===== src/rtl/lss_pkg.sv =====
`default_nettype none
package lss_pkg;
  localparam int unsigned StateSize = 12;
  localparam int unsigned InputSize = 4;
  localparam int unsigned NumLanes = 4;
  localparam int unsigned IdxW = 4;
  localparam int unsigned DataW = 32;
  localparam int unsigned ProdW = 64;
  localparam int unsigned AccW = 72;
  localparam int unsigned FracBits = 16;
  localparam int unsigned TermCount = StateSize + InputSize;
  localparam int unsigned TermW = $clog2(TermCount + 1);
  localparam int unsigned RowW = $clog2(StateSize);
  localparam int unsigned GroupCount = (StateSize + NumLanes - 1) / NumLanes;
  localparam int unsigned GroupW = (GroupCount > 1) ? $clog2(GroupCount) : 1;
  localparam int unsigned ColW = $clog2(StateSize);
  localparam int unsigned InColW = (InputSize > 1) ? $clog2(InputSize) : 1;
  localparam int unsigned AAddrW = $clog2(GroupCount * StateSize);
  localparam int unsigned BAddrW = (GroupCount * InputSize > 1) ?
                                   $clog2(GroupCount * InputSize) : 1;

  localparam logic [1:0] REQ_LOAD_A = 2'd0;
  localparam logic [1:0] REQ_LOAD_B = 2'd1;
  localparam logic [1:0] REQ_LOAD_X = 2'd2;
  localparam logic [1:0] REQ_STEP   = 2'd3;

  typedef logic signed [DataW-1:0] word_t;
  typedef logic signed [AccW-1:0] acc_t;

  typedef struct packed {
    logic clear;
    logic enable;
  } lane_ctrl_t;

  function automatic word_t sat_word(input acc_t acc);
    acc_t s;
    s = acc >>> FracBits;
    if (s > acc_t'(32'sh7fffffff)) return word_t'(32'sh7fffffff);
    if (s < -acc_t'(64'sh80000000)) return word_t'(32'sh80000000);
    return s[DataW-1:0];
  endfunction
endpackage
`default_nettype wire


===== src/rtl/lss_lane.sv =====
`default_nettype none
module lss_lane (
  input  wire logic               clk,
  input  wire lss_pkg::lane_ctrl_t ctrl,
  input  wire lss_pkg::word_t     coef,
  input  wire lss_pkg::word_t     operand,
  output lss_pkg::acc_t           acc
);
  import lss_pkg::*;
  logic signed [ProdW-1:0] prod_r;
  logic clear_r, enable_r;
  acc_t acc_r;

  // product registered before accumulation
  always_ff @(posedge clk) begin
    prod_r   <= ProdW'(coef) * ProdW'(operand);
    clear_r  <= ctrl.clear;
    enable_r <= ctrl.enable;
    if (clear_r) begin
      acc_r <= '0;
    end else if (enable_r) begin
      acc_r <= acc_r + AccW'(prod_r);
    end
  end
  assign acc = acc_r;
endmodule
`default_nettype wire


===== config.mk =====
export PLATFORM = sky130hd
export DESIGN_NAME = lss_lane
export DESIGN_NICKNAME = d
export VERILOG_FILES = /design/src/rtl/lss_pkg.sv /design/src/rtl/lss_lane.sv
export SDC_FILE = /design/constraint.sdc
export NUM_CORES = 2
export LEC_CHECK = 0
export ABC_AREA = 1
export BUFFER_PORTS_ARGS = -buffer_cell sky130_fd_sc_hd__clkbuf_2
export CAP_MARGIN = 20
export CORE_ASPECT_RATIO = 1.4
export CORE_MARGIN = 3
export CORE_UTILIZATION = 30
export DETAILED_ROUTE_END_ITERATION = 7
export GPL_TIMING_DRIVEN = 0
export MAX_ROUTING_LAYER = met4
export SYNTH_ARGS = -nofsm -noshare
export SYNTH_HDL_FRONTEND = slang
export SYNTH_SLANG_ARGS = --single-unit

===== constraint.sdc =====
create_clock -name clk -period 9.33 [get_ports clk]
set_input_delay 1.866 -clock clk [delete_from_list [all_inputs] [get_ports clk]]
set_output_delay 1.866 -clock clk [all_outputs]
set_load 0.03 [all_outputs]

# Word-level counts from Yosys, hierarchy flattened

Cells that the tools add are included.

Register bits: 138
Input bits: 67
Output and inout port bits: 72

Add/subtract/negate cells: 1
Multipliers: 1

Operators by type and width:

| kind                         | number |
|---|---|
| adder 72 x 64 -> 72 bit      | 1 |
| multiplier 32 x 32 -> 64 bit | 1 |

# Longest topological paths before layout

Depth in word-level cells: 1
Depth in mapped cells: 32
Depth with buffers taken out: 31

# Worst setup path before layout

No wires, ideal clock.

Kind: input-to-reg
Start point: in coef[31]
End point: reg prod_r[58]
Setup time: 0.112 ns
Arrival time: 8.423 ns
Required time: 9.218 ns
Setup slack: 0.794 ns
Stages on the path: 27
Path buffers: 1
Cells stage by stage: clkbuf_1 -> nand2_1 -> inv_1 -> fa_1 -> inv_1 -> fa_1 -> inv_1 -> fa_1 -> fa_1 -> inv_1 -> fa_1 -> inv_1 -> fa_1 -> inv_1 -> fa_1 -> fa_1 -> inv_1 -> ha_1 -> nand2_1 -> nor2_1 -> inv_1 -> nor2_1 -> inv_1 -> nor4_1 -> a21oi_1 -> nand3_1 -> nand2_1

Cells in the longest elaborated chain, start to end: 1

Ends and longest elaborated chain:

| element                      | RTL line       | source |
|---|---|---|
| start, declared              | lss_lane.sv:5  | `input wire lss_pkg::word_t coef,` |
| multiplier 32 x 32 -> 64 bit | lss_lane.sv:16 | `prod_r <= ProdW'(coef) * ProdW'(operand);` |
| end signal, assigned         | lss_lane.sv:16 |  |
| end, declared                | lss_lane.sv:10 | `logic signed [ProdW-1:0] prod_r;` |

No other way between the ends.
A chain may end at the register's enable or synchronous reset.

# Worst setup path in the final report

Start point: in operand[29]
End point: reg prod_r[63]

Cells in the longest elaborated chain, start to end: 1

Ends and longest elaborated chain:

| element                      | RTL line       | source |
|---|---|---|
| start, declared              | lss_lane.sv:6  | `input wire lss_pkg::word_t operand,` |
| multiplier 32 x 32 -> 64 bit | lss_lane.sv:16 |  |

No other way between the ends.

==> flow_metrics.env <==
export IMPL_finalSetupTns_ps=0
export IMPL_skew_ps=15.3
export IMPL_grt_max_degree=17
export IMPL_die_area_sq_um=164000
export IMPL_wl_microns=202000
export IMPL_period_share_pct=99.7
export IMPL_drc=0
export IMPL_seq_area_frac_synth_pct=5.77
export IMPL_synth_async_reset_ratio_pct=0
export IMPL_gp_congestion=1.06
export IMPL_period_minus_slack_ps=9300
export IMPL_reg2reg_depth=17
export IMPL_crit_path_end_kind="flip-flop"
export IMPL_cts_buffers=17
export IMPL_multi_input_area_sq_um=37300
export IMPL_ys_seq_elements=138
export IMPL_start_kind="input port"
export IMPL_synth_fp_nets=7778
export IMPL_synth_mux_area_share_pct=0
export IMPL_crit_type="input port to flip-flop"
export IMPL_antenna_found_initial=7
export IMPL_synth_top_area_share_pct=45.3
export IMPL_cp_arrival_ps=9650
export IMPL_min_to="acc[71]"
export IMPL_cp_startpoint="operand[29]"
export IMPL_cap_violations=0
export IMPL_syn_avg_cell_area_sq_um=7.51
export IMPL_crit_required_ps=9680
export IMPL_worstMarginPinSlew_ps=1210
export IMPL_syn_area_sq_um=47900
export IMPL_synth_top_family_by_area="adder cells"
export IMPL_hold_violations=0
export IMPL_synthToLayoutAreaGrowth_pct=9.30
export IMPL_avgRoutedWirePerCell_microns=23.4
export IMPL_synthSimpleGateAreaFrac_pct=19.2
export IMPL_r2r_end="acc[62]"
export IMPL_gr_total_overflow=0
export IMPL_core_sq_um=158000
export IMPL_synth_edf_count=0
export IMPL_rows=172
export IMPL_synth_fa_ha_area_share_pct=52.0
export IMPL_layout_drive_gt1_share_pct=6.41
export IMPL_ys_warnings_count=0
export IMPL_status="finished, final reports clean"
export IMPL_hp_start="acc[71]"
export IMPL_vias=41800
export IMPL_clk_path_buf_depth=2
export IMPL_cts_sinks=138
export IMPL_first_iter_violations=3233
export IMPL_register_area_sq_um=2760
export IMPL_setup_viol=0
export IMPL_routed_via_density=4.83
export IMPL_hold_class="flip-flop to flip-flop"
export IMPL_final_cell_mix="inv_1 (1,836), nand2_1 (1,622), fa_1 (1,077)"
export IMPL_io_pins=139
export IMPL_htree_num_levels=4
export IMPL_synth_area_leaders="fa_1 (45%), inv_1 (14%), nand2_1 (13%)"
export IMPL_r2r_start="prod_r[0]"
export IMPL_crit_fanout=10
export IMPL_die_w_microns=344
export IMPL_clk_pin_slew_ps=70
export IMPL_ys_flop_type="dfxtp_1"
export IMPL_hold_depth=2
export IMPL_clock_root_buffer="clkbuf_16"
export IMPL_first_pass_iters=6
export IMPL_start_util_pct=30.3
export IMPL_nFillCells=17100
export IMPL_grt_pass1_vias=44600
export IMPL_max_slew_margin_rel_pct=19.1
export IMPL_final_common_cell="inv_1"
export IMPL_yosys_area_share_xor_xnor_pct=1.68
export IMPL_die_h_microns=479
export IMPL_final_nets=7957
export IMPL_clk_latency_ps=460
export IMPL_synth_cells=6373
export IMPL_port_buffers=138
export IMPL_dp_hpwl_microns=175000
export IMPL_yosys_area_top_type="fa_1"
export IMPL_antenna_left=0
export IMPL_synth_compound_area_share_pct=5.04
export IMPL_slew_violations=0
export IMPL_grt_first_pass_wirelength_microns=293000
export IMPL_hold_buffers=0
export IMPL_grt_usage_pct=25.4
export IMPL_fmaxAchievable_mhz=107
export IMPL_final_util_pct=33.2
export IMPL_tritoncts="yes"
export IMPL_reg2reg_slack_ps=6130
export IMPL_synth_cell_type_count=49
==> synthesized netlist by cell type, types with 5 or more instances <==
cell type,instances
nor2_2,20
o21bai_1,34
a21o_1,11
ha_1,255
nand3_2,9
inv_2,22
nor3_1,16
o21ai_0,114
o21ai_1,31
clkinv_1,5
or2_2,7
a21oi_1,175
o221ai_1,5
dfxtp_1,138
fa_1,1083
clkbuf_1,211
xnor2_1,21
a31oi_1,10
nand3_1,124
a21oi_2,11
inv_1,1841
o211ai_1,8
nand2_1,1623
nand4_1,26
nor4_1,10
nand2_2,24
xor2_1,69
nor2_1,425
==> final cells by class <==
| type | instances | area share, % |
|---|---|---|
| diodes | 6 | 0.0287 |
| plain buffers | 215 | 1.82 |
| clock buffers | 18 | 0.820 |
| clock inverters | 14 | 0.354 |
| inverters | 1868 | 13.4 |
| multi-input cells | 4150 | 71.3 |
| flip-flops and latches | 138 | 5.28 |
| well taps | 2088 | 4.99 |
| repair buffers | 162 | 1.97 |
==> stage by stage <==
step / hold slack [ps] / instances / worst slack (ps) / area (sq um)
global placement: 494 / 8599 / -2040 / 51200
floorplan: 541 / 6373 / 794 / 47900
detailed placement: 506 / 8610 / -2060 / 51400
CTS: 516 / 8650 / -12.2 / 52100
global route: 540 / 8656 / -31.2 / 52300
finish: 516 / 8659 / 25.8 / 52300
==> registers in the layout (all words and copies together) (netlist names) <==
name	flops
enable_r	1
prod_r	64
clear_r	1
acc	72
==> critical path, cell delays in order <==
cell      delay [ps]
clkbuf_2         260
clkbuf_1         840
nand2_1          100
inv_1            130
fa_1             500
fa_1             560
fa_1             460
fa_1             500
fa_1             440
fa_1             510
fa_1             730
inv_1            110
fa_1             510
inv_1             40
ha_1             330
inv_1             90
o21bai_1          90
a31oi_1          280
o21ai_0          220
a21oi_1          410
nand3_1          350
nand3_1          150
nand2_1           60
nand2_1           50
nand2_1           50
==> worst max-delay path by stage <==
stage                             to  slack [ps]  cells past startpoint
after CTS                 prod_r[56]         -10                     26
final                     prod_r[63]          30                     25
after global routing      prod_r[63]         -30                     25
after global placement    prod_r[56]       -2040                     24
after detailed placement  prod_r[56]       -2060                     24
after floorplan           prod_r[58]         790                     27
==> kinds of logic (layout without fill, tap and decap cells) <==
kind of cell	Yosys count	after routing
AOI/OAI and AO/OA	420	420
DFF	138	138
buffers and inverters	2085	2277
adders and majority gates	1338	1338
and+or+nand+nor	2301	2301
xor gates and xnor gates	91	91
other	0	6
==> per-layer routing <==
layer	vias to the layer above	wire length [microns]	GRT usage [%]
li1	18500	-	-
met1	20700	73400	28.9
met2	1965	93700	41.0
met3	660	15000	3.19
met4	0	20200	18.8
met5	-	0	-
==> timing repair <==
action	CTS	global route
endpoints found under the setup margin	23	20
resized for setup	30	217
buffers inserted	9	2
pin swaps	2	2
Power is not shown: default switching activity piles up to over one toggle a cycle in this logic, so the estimate is an artifact.
